$ cat src/hw/rtl/impq_pkg.sv
// shared types and constants for the indexed min priority queue
// no dependencies
package impq_pkg;

  localparam int CAPACITY_DEF    = 64;
  localparam int KEY_WIDTH_DEF   = 32;
  localparam int COORD_WIDTH_DEF = 16;

  typedef enum logic [2:0] {
    CMD_UPSERT  = 3'd0,
    CMD_PEEK    = 3'd1,
    CMD_POP     = 3'd2,
    CMD_FIND    = 3'd3,
    CMD_REMOVE  = 3'd4,
    CMD_REM_KEY = 3'd5,
    CMD_CLEAR   = 3'd6,
    CMD_NOP     = 3'd7
  } cmd_t;

  localparam logic [1:0] ST_OK        = 2'd0;
  localparam logic [1:0] ST_NOT_FOUND = 2'd1;
  localparam logic [1:0] ST_FULL      = 2'd2;

  // per-cell control from the sequencer, same for every cell
  typedef struct packed {
    logic write_hit;   // replace key at the matching cell
    logic drop_hit;    // drop the matching cell
    logic drop_key;    // drop the matching cell if its key matches
    logic drop_min;    // drop the cell holding the minimum
    logic insert;      // lowest free cell takes the request
    logic clear;       // empty all cells
  } cell_ctl_t;

endpackage

$ cat src/hw/rtl/impq_cell.sv
// one storage cell of the queue: entry, match compare and a min-chain stage
// depends on impq_pkg
module impq_cell #(
  parameter int KEY_WIDTH   = impq_pkg::KEY_WIDTH_DEF,
  parameter int COORD_WIDTH = impq_pkg::COORD_WIDTH_DEF
) (
  input  logic                          clk,
  input  logic                          rst,
  input  impq_pkg::cell_ctl_t           ctl,
  input  logic signed [COORD_WIDTH-1:0] req_x,
  input  logic signed [COORD_WIDTH-1:0] req_y,
  input  logic [KEY_WIDTH-1:0]          req_k1,
  input  logic [KEY_WIDTH-1:0]          req_k2,
  input  logic                          free_in,
  output logic                          free_out,
  output logic                          hit,
  output logic                          key_eq,
  output logic                          valid,
  output logic [KEY_WIDTH-1:0]          ent_k1,
  output logic [KEY_WIDTH-1:0]          ent_k2,
  // running-minimum chain, one registered stage per cell
  input  logic                          min_shift,
  input  logic                          mv_in,
  input  logic signed [COORD_WIDTH-1:0] mx_in,
  input  logic signed [COORD_WIDTH-1:0] my_in,
  input  logic [KEY_WIDTH-1:0]          mk1_in,
  input  logic [KEY_WIDTH-1:0]          mk2_in,
  output logic                          mv,
  output logic signed [COORD_WIDTH-1:0] mx,
  output logic signed [COORD_WIDTH-1:0] my,
  output logic [KEY_WIDTH-1:0]          mk1,
  output logic [KEY_WIDTH-1:0]          mk2
);

  logic signed [COORD_WIDTH-1:0] ent_x;
  logic signed [COORD_WIDTH-1:0] ent_y;
  logic take;
  logic less;

  assign hit      = valid && ent_x == req_x && ent_y == req_y;
  assign key_eq   = ent_k1 == req_k1 && ent_k2 == req_k2;
  assign take     = !valid && free_in;
  assign free_out = free_in && valid;

  // this cell beats the incoming running minimum
  always_comb begin
    priority if (ent_k1 != mk1_in) less = ent_k1 < mk1_in;
    else if (ent_k2 != mk2_in)     less = ent_k2 < mk2_in;
    else if (ent_x != mx_in)       less = ent_x < mx_in;
    else                           less = ent_y < my_in;
  end

  // entry storage; a pop drops the cell whose coordinate matches the minimum
  always_ff @(posedge clk) begin
    if (rst) begin
      valid <= 1'b0;
    end else if (ctl.clear) begin
      valid <= 1'b0;
    end else if ((ctl.drop_hit && hit) || (ctl.drop_key && hit && key_eq) ||
                 (ctl.drop_min && hit)) begin
      valid <= 1'b0;
    end else if (ctl.insert && take) begin
      valid <= 1'b1;
    end
    if ((ctl.insert && take) || (ctl.write_hit && hit)) begin
      ent_k1 <= req_k1;
      ent_k2 <= req_k2;
    end
    if (ctl.insert && take) begin
      ent_x <= req_x;
      ent_y <= req_y;
    end
  end

  // min chain stage
  always_ff @(posedge clk) begin
    if (rst) begin
      mv <= 1'b0;
    end else if (min_shift) begin
      if (valid && (!mv_in || less)) begin
        mv   <= 1'b1;
        mx   <= ent_x;
        my   <= ent_y;
        mk1  <= ent_k1;
        mk2  <= ent_k2;
      end else begin
        mv   <= mv_in;
        mx   <= mx_in;
        my   <= my_in;
        mk1  <= mk1_in;
        mk2  <= mk2_in;
      end
    end
  end

endmodule

$ cat config.mk
export PLATFORM = sky130hd
export DESIGN_NAME = impq_cell
export DESIGN_NICKNAME = d
export VERILOG_FILES = /design/src/hw/rtl/impq_pkg.sv /design/src/hw/rtl/impq_cell.sv
export SDC_FILE = /design/constraint.sdc
export NUM_CORES = 1
export LEC_CHECK = 0
export BUFFER_PORTS_ARGS = -buffer_cell sky130_fd_sc_hd__buf_4
export CAP_MARGIN = 20
export CORE_MARGIN = 8
export CORE_UTILIZATION = 40
export DETAILED_ROUTE_END_ITERATION = 16
export HOLD_SLACK_MARGIN = 0.02
export PLACE_DENSITY = 0.62
export REMOVE_ABC_BUFFERS = 1
export SLEW_MARGIN = 15
export SYNTH_ARGS = -nofsm -noshare
export SYNTH_HDL_FRONTEND = slang
export SYNTH_SLANG_ARGS = --single-unit
$ cat constraint.sdc
create_clock -name clk -period 5.91 [get_ports clk]
set_input_delay 0.2955 -clock clk [delete_from_list [all_inputs] [get_ports clk]]
set_output_delay 0.2955 -clock clk [all_outputs]
set_load 0.005 [all_outputs]
Yosys cells after proc, flatten, opt, wreduce, memory -nomap -nowiden
Cells that the tools add are included.
Widths: inputs -> output; s select.

word-level totals
  register bits after elaboration = 194
  bits of input ports = 203

operators by class
  $lt $le $gt $ge = 4
  equality and inequality tests = 7
  muxes and demuxes = 8
  bitwise operators = 1
  reduce and logical (&&, ||, !) cells = 20

operator list
  kind               count
  $eq 32x32->1       2
  $lt 32x32->1       2
  $mux 32            2
  $ne 32x32->1       2
  $eq 16x16->1       2
  $lt 16x16->1       2
  $mux 16            2
  $ne 16x16->1       1
  $logic_and 1x1->1  12
  $logic_or 1x1->1   4
  $mux 1             4
  $reduce_or 3->1    1
  $logic_not 1->1    2
  $reduce_and 2->1   1
  $not 1->1          1

Logic depth before layout (Yosys ltp)
Gate-level depths: netlist of run 1.

  word-level depth = 8
  mapped depth = 12

Worst setup path before layout of run 1
Ideal clock, no wire load.

  path type = input to register
  start point = input rst
  end point = register mk1[0] (enable)
  data arrival time = 4567 ps
  data required time = 5346 ps
  slack = 779 ps
  stages on the path = 1
  cells stage by stage = nor2b_1

on the way
  cells in the longest elaborated chain, start to end = 2

ends and longest elaborated chain
  what                        line             source
  from (decl)                 impq_cell.sv:8   input logic rst,
  $not 1->1 (no line)         n/a
  $reduce_and 2->1 (no line)  n/a
  to (signal assigned)        impq_cell.sv:84  mk1 <= ent_k1;
  to (signal assigned)        impq_cell.sv:90  mk1 <= mk1_in;
  to (decl)                   impq_cell.sv:31  output logic [KEY_WIDTH-1:0] mk1,

Every way passes these cells.
A chain may end at the register's enable or synchronous reset.

Worst setup path in the final report of run 1
  start point = register ent_k1[31]
  end point = register mk2[19], data pin

on the way
  cells in the longest elaborated chain, start to end = 5

ends and longest elaborated chain
  what                                                 line             source
  from (decl)                                          impq_cell.sv:19  output logic [KEY_WIDTH-1:0] ent_k1,
  from (signal assigned)                               impq_cell.sv:66  ent_k1 <= req_k1;
  $lt 32x32->1 / $ne 32x32->1 (equally long branches)  impq_cell.sv:47  priority if (ent_k1 != mk1_in) less = ent_k1 < mk1_in;
  $mux 1 (*)                                           impq_cell.sv:47
  $logic_or 1x1->1 (*)                                 impq_cell.sv:80  if (valid && (!mv_in || less)) begin
  $logic_and 1x1->1 (*)                                impq_cell.sv:80
  $mux 32 (*)                                          impq_cell.sv:80
  to (signal assigned)                                 impq_cell.sv:85  mk2 <= ent_k2;
  to (signal assigned)                                 impq_cell.sv:91  mk2 <= mk2_in;
  to (decl)                                            impq_cell.sv:32  output logic [KEY_WIDTH-1:0] mk2

Mark *: on every way between the ends. The rest lies on a longest branch, timed or not.

==> results of run 1 <==
==> stage by stage <==
| stage | power, uW | area (sq um) |
|---|---|---|
| floorplan | 2080 | 13900 |
| global placement | 2440 | 17500 |
| detailed placement | 2450 | 17500 |
| CTS | 3610 | 18500 |
| global route | 3720 | 18500 |
| finish | 3580 | 18500 |
==> cells by family after synthesis <==
kind of cell / synth area share [%]
AOI/OAI and AO/OA: 7.04
xor gates and xnor gates: 5.78
adders and majority gates: 8.17
buffers and inverters: 6.85
DFF: 39.9
muxes: 7.43
and+or+nand+nor: 24.8
==> Yosys cell counts, drive strengths merged (2+ instances only) <==
| library cell | number | area share [%] |
|---|---|---|
| o211ai | 3 | 0.15 |
| nor4 | 22 | 0.95 |
| clkbuf | 61 | 1.7 |
| dfxtp | 2 | 0.28 |
| mux2 | 96 | 7.4 |
| nand3 | 16 | 0.59 |
| xor2 | 68 | 4.1 |
| dlygate4sd1 | 3 | 0.18 |
| o21ai | 104 | 3.6 |
| a21oi | 31 | 1.1 |
| xnor2 | 28 | 1.7 |
| a21o | 10 | 0.52 |
| nand2b | 69 | 3.0 |
| a2111oi | 2 | 0.25 |
| a211oi | 3 | 0.15 |
| a211o | 2 | 0.12 |
| a21boi | 3 | 0.15 |
| nor2 | 112 | 2.9 |
| a31oi | 2 | 0.086 |
| ha | 95 | 8.2 |
| and3 | 2 | 0.086 |
| or2b | 30 | 1.7 |
| buf | 41 | 2.5 |
| and2 | 2 | 0.086 |
| o2111ai | 2 | 0.16 |
| inv | 97 | 2.5 |
| edfxtp | 192 | 40 |
| nand2 | 204 | 5.3 |
| nor3 | 2 | 0.069 |
| nand4 | 221 | 9.5 |
| o31ai | 2 | 0.10 |
| and4 | 2 | 0.12 |
| o311ai | 2 | 0.12 |
| nor2b | 4 | 0.17 |
| a221o | 2 | 0.14 |
==> power by group through the flow <==
stage | registers [uW] | logic [uW] | clock network, uW
detailed placement | 1690 | 758 | 0
CTS | 1660 | 791 | 1150
global route | 1670 | 862 | 1190
finish | 1660 | 790 | 1130
global placement | 1690 | 742 | 0
floorplan | 1690 | 396 | 0
==> routing by layer <==
| layer | vias to the layer above | global-route usage, % | share of wire [%] |
|---|---|---|---|
| met1 | 6499 | 30.5 | 39 |
| li1 | 6318 | - | - |
| met3 | 90 | 6.05 | 9.8 |
| met5 | - | 0 | 0.024 |
| met4 | 2 | 9.66 | 3.4 |
| met2 | 653 | 40.8 | 47 |
==> cell type report <==
cell class | count | area, sq um | area share, %
Multi-Input combinational cell | 1153 | 7800 | 42.1
Sequential cell | 194 | 5810 | 31.4
Timing Repair Buffer | 436 | 3430 | 18.5
Tap cell | 468 | 586 | 3.16
Clock buffer | 20 | 437 | 2.36
Inverter | 97 | 364 | 1.97
Clock inverter | 11 | 91.3 | 0.493
Antenna cell | 2 | 5.00 | 0.0270
==> sequential cells by signal, summed over array words and instances (netlist names) <==
signal	flops
mx	16
ent_y	16
my	16
ent_x	16
mk2	32
valid	1
ent_k2	32
ent_k1	32
mv	1
mk1	32
==> final timing paths <==
kind / start / endpoint / slack, ps / depth (start not counted)
worst max-delay path: ent_k1[31] / mk2[19] / 1940 / 8
worst min-delay path: req_y[10] / ent_y[10] / 40 / 1
worst min register to register: ent_y[12] / my[12] / 800 / 4
worst max register to register: ent_k1[31] / mk2[19] / 1940 / 8
==> flow_summary_export.csv, run 1 <==
group,metric,value,unit
placed_design,pre_cts_setup_slack,1950,ps
sta,max_slew_margin,28.8,%
setup_path,timing.critical_path.cells,"ha_1 > nand4_1 > nor4_1 > nand3_4 > buf_4 > nand2_1 > mux2_2 > nand4_1",
clock_network,postCtsResizedCells,0,
power,pwr-share-seq,46.5,%
sta,timing.hold.ws,42.2,ps
final_layout,instances_no_fill,2381,
sta,rsz0062_at_grt,"no",
clock_network,cts_buffer_depth,2,
routing,via_count,13562,
power,power.density_cell_area,193,nW/um^2
run_status,outcome,"complete, no violations",
final_layout,number_of_fill_cells_in_the_layout,3380,
routing,antenna_violating_nets_post_route,0,
power,power_switching,1030,uW
clock_network,cts_root_buf,"clkbuf_16",
floorplanning,die_area,42700,sq um
power,leakage_power,0.00752,uW
synth,yosys_most_used_dff,"edfxtp_1",
setup_path,endpoint_required_time_on_the_critical_path,6080,ps
floorplanning,core_region_area,36200,sq um
global_routing,grt_pass1_vias,13443,
final_layout,post_route_cells_drive_above_1_share,27.3,%
final_layout,post-route-util,51.2,%
setup_path,crit_arrival,4140,ps
sta,clock_skew,12.7,ps
clock_network,clk-insertion-delay-late,450,ps
setup_path,cp.buffers_inverters,1,
sta,timing_hold_violations_final,0,
sta,finalMaxSlewViolations,0,
final_layout,area.growth.synth_to_final,27.4,%
sta,max_freq,0.252,GHz
synth,yosysWarningCount,0,
routing,post_drt_via_cell_ratio,5.70,
floorplanning,die_x,207,um
min_path,holdCritPathClass,"in -> reg",
power,clock_power_share,31.5,%
global_routing,grt_start_max_net_pins,129,
sta,timing.setup.tns,0,ps
global_routing,grtUsageTotal,24.6,%
final_layout,num-nets-final,2197,
flow_run,maxCapViolCount,0,
floorplanning,floorplan.rows,70,
clock_network,cts_num_sinks,194,
clock_network,path_clk_slew,80,ps
setup_path,timing.critical_path.to_type,"flop",
placed_design,finalWeightedCongestion,0.882,
floorplanning,die_height,207,um
routing,remaining_drc_errors,0,
clock_network,htree_levels,4,
routing,avgRoutedWirePerCell,22.7,um
placed_design,dp_cells,2294,
power,internal_power,2550,uW
synth,ys_ff_latch,194,
synth,synth.distinct_cells,59,
synth,synthesis.instances,1549,
synth,seq_area_frac_synth,39.9,%
routing,detailedRoute.firstPassIterationCount,5,
synth,mappedNetlistArea,14500,sq um
setup_path,category_of_the_most_critical_setup_path,"reg -> reg",
global_routing,global_route_wire_length_before_repair,80000,um
setup_path,timing.critical_path.fanout_max,76,
synth,synth_area_per_inst,9.39,sq um
clock_network,postCtsSetupRepairBufs,0,
placed_design,post-dp-hpwl,38300,um
clock_network,post_cts_hold_buffer_count,53,
power,p_sw_share,28.7,%
clock_network,tritoncts,"built",
floorplanning,start_util,40.2,%
power,pwr-share-comb,22.1,%
sta,finalWorstSetupSlack,1940,ps
setup_path,critical-path-slowest-cell,"nor4_1",
sta,finalSetupViolCount,0,
routing,initial_detailed_routing_violation_count,1102,
placed_design,port-buffer-count,367,
setup_path,crit_family,"simple AND/OR/NAND/NOR gates",
synth,synth_edf_count,192,
sta,worst-slew-pin-transition,1070,ps
sta,final.period_utilization,67.2,%
power,ir_worst_vdd,0.206,mV
sta,post-route-min-period,3970,ps
synth,ys_async_sr_fraction,0,%
final_layout,commonest_non_fill_non_tap_cells_in_the_layout,"380 x buf_4, 221 x nand4_1, 204 x nand2_1, 192 x edfxtp_1, 111 x nor2_1",
routing,routed_wl,54000,um
setup_path,crit_top_cell,"nand4_1",
final_layout,layout_commonest_cell,"buf_4",
clock_network,cts_buffers,17,
setup_path,worst_path_largest_cell_delay,740,ps
global_routing,grt_overflow_total,0,
floorplanning,boundaryPins,368,
setup_path,cp-start-kind,"flop",
global_routing,antenna_found_initial,3,
No activity file was read; power rests on OpenSTA's default activity.
==> inputs of run 2 (changes only) <==
- PLACE_DENSITY: 0.62 -> 0.64
- clock period: 5.91 -> 3.55 ns (I/O delays scaled with it)
==> flow_summary_export.csv, run 2 (synthesis gave the netlist of run 1 again) <==
group,metric,value,unit
clock_network,postCtsSetupRepairBufs,0,
setup_path,cp.buffers_inverters,2,
clock_network,cts_root_buf,"clkbuf_16",
power,power.density_cell_area,328,nW/um^2
routing,routed_wl,55900,um
routing,initial_detailed_routing_violation_count,1122,
sta,finalWorstSetupSlack,239,ps
setup_path,worst_path_largest_cell_delay,640,ps
sta,max_slew_margin,36.2,%
setup_path,cp-start-kind,"flop",
final_layout,commonest_non_fill_non_tap_cells_in_the_layout,"390 x buf_4, 221 x nand4_1, 204 x nand2_1, 192 x edfxtp_1, 111 x nor2_1",
flow_run,maxCapViolCount,0,
global_routing,grt_overflow_total,0,
setup_path,crit_family,"simple AND/OR/NAND/NOR gates",
setup_path,timing.critical_path.to_type,"flop",
floorplanning,die_x,207,um
clock_network,clk-insertion-delay-late,470,ps
floorplanning,die_height,207,um
sta,rsz0062_at_grt,"no",
sta,clock_skew,17.4,ps
setup_path,category_of_the_most_critical_setup_path,"reg -> reg",
min_path,holdCritPathClass,"in -> reg",
setup_path,timing.critical_path.cells,"ha_1 > nand4_1 > nor3_1 > a221o_1 > o311ai_1 > o211ai_1 > buf_4 > buf_4 > mux2_2 > nand4_1",
setup_path,endpoint_required_time_on_the_critical_path,3860,ps
sta,worst-slew-pin-transition,957,ps
routing,avgRoutedWirePerCell,22.8,um
placed_design,placed_area,17700,sq um
power,leakage_power,0.00791,uW
final_layout,layout_commonest_cell,"buf_4",
clock_network,cts_num_sinks,194,
placed_design,finalWeightedCongestion,0.917,
placed_design,post-dp-hpwl,39900,um
sta,max_freq,0.302,GHz
final_layout,post-route-util,53.5,%
sta,final.period_utilization,93.3,%
run_status,outcome,"complete, no violations",
final_layout,design_area,19400,sq um
power,ir_worst_vdd,0.363,mV
setup_path,crit_arrival,3630,ps
floorplanning,die_area,42700,sq um
setup_path,timing.rr.start,"ent_k1[22]",
placed_design,dp_cells,2314,
final_layout,num-nets-final,2264,
min_path,launch_point_of_the_worst_hold_path,"mk2_in[30]",
final_layout,area.growth.synth_to_final,33.1,%
sta,timing.hold.ws,42.5,ps
clock_network,tritoncts,"built",
sta,timing_hold_violations_final,0,
global_routing,grtUsageTotal,25.8,%
routing,detailedRoute.firstPassIterationCount,5,
final_layout,instances_no_fill,2450,
setup_path,startpoint,"ent_k1[22]",
clock_network,path_clk_slew,90,ps
global_routing,global_route_wire_length_before_repair,84100,um
global_routing,antenna_found_initial,6,
sta,post-route-min-period,3310,ps
clock_network,cts_buffer_depth,2,
routing,remaining_drc_errors,0,
placed_design,pre_cts_setup_slack,278,ps
placed_design,port-buffer-count,367,
clock_network,htree_levels,4,
floorplanning,boundaryPins,368,
routing,antenna_violating_nets_post_route,0,
setup_path,timing.critical_path.fanout_max,24,
setup_path,critical-path-slowest-cell,"nor3_1",
floorplanning,floorplan.rows,70,
floorplanning,core_region_area,36200,sq um
sta,finalMaxSlewViolations,0,
final_layout,post_route_cells_drive_above_1_share,27.6,%
global_routing,grt_start_max_net_pins,133,
sta,finalSetupViolCount,0,
routing,via_count,13939,
floorplanning,start_util,40.2,%
clock_network,cts_buffers,17,
global_routing,grt_pass1_vias,14129,
routing,post_drt_via_cell_ratio,5.69,
==> run 2: cell count changes in the layout (fill, tap and decap cells not counted), sizes merged, moves of 3 or more <==
cell,previous run,this run
dlygate4sd3,54,101
buf,382,402
inv,97,105
clkinv,6,2
clkbuf,20,17
==> run 2: path summary, 6_finish.rpt <==
path	to	slack, ps	cells past startpoint
setup / recovery	mk2[10]	240	10
hold / removal	mk2[30]	40	3
setup reg to reg	mk2[10]	240	10
hold reg to reg	mx[12]	800	4
==> run 2: through the flow <==
step | total power (uW) | setup TNS (ps)
final | 6340 | 0
after global routing | 6570 | 0
after CTS | 6390 | 0
after detailed placement | 4140 | 0
after global placement | 4110 | 0
after floorplan | 3470 | -1018030
==> run 2: layout make-up <==
class                   count  area, sq um
flip-flops and latches    194         5810
clock buffers              17          425
repair buffers            503         4180
clock inverters            15          191
multi-input cells        1153         7790
fillers                  3232        16800
inverters                  97          364
well taps                 468          586
diodes                      3         7.51
==> run 2: where the power goes <==
group | switching, uW | internal [uW]
clock | 1020 | 1130
sequential | 97.4 | 2670
combinational | 735 | 691
total | 1850 | 4490
==> run 2: routing by layer <==
layer  routed length, um  GRT usage [%]  share of wire, %
met2               27100           43.7                48
met3                5330           6.62               9.5
met1               21800           31.4                39
met5                  36              0             0.064
met4                1680           8.94               3.0
==> run 2: tightest hold or removal path: cells and delay by family <==
family / cells / cell delay [ps]
buffers and inverters: 1 / 100
and+or+nand+nor: 2 / 120
==> run 2: timing repair <==
item / CTS / global route
hold buffers: 101 / 0
resized for setup: 0 / 0
hold endpoints to repair: 99 / 0
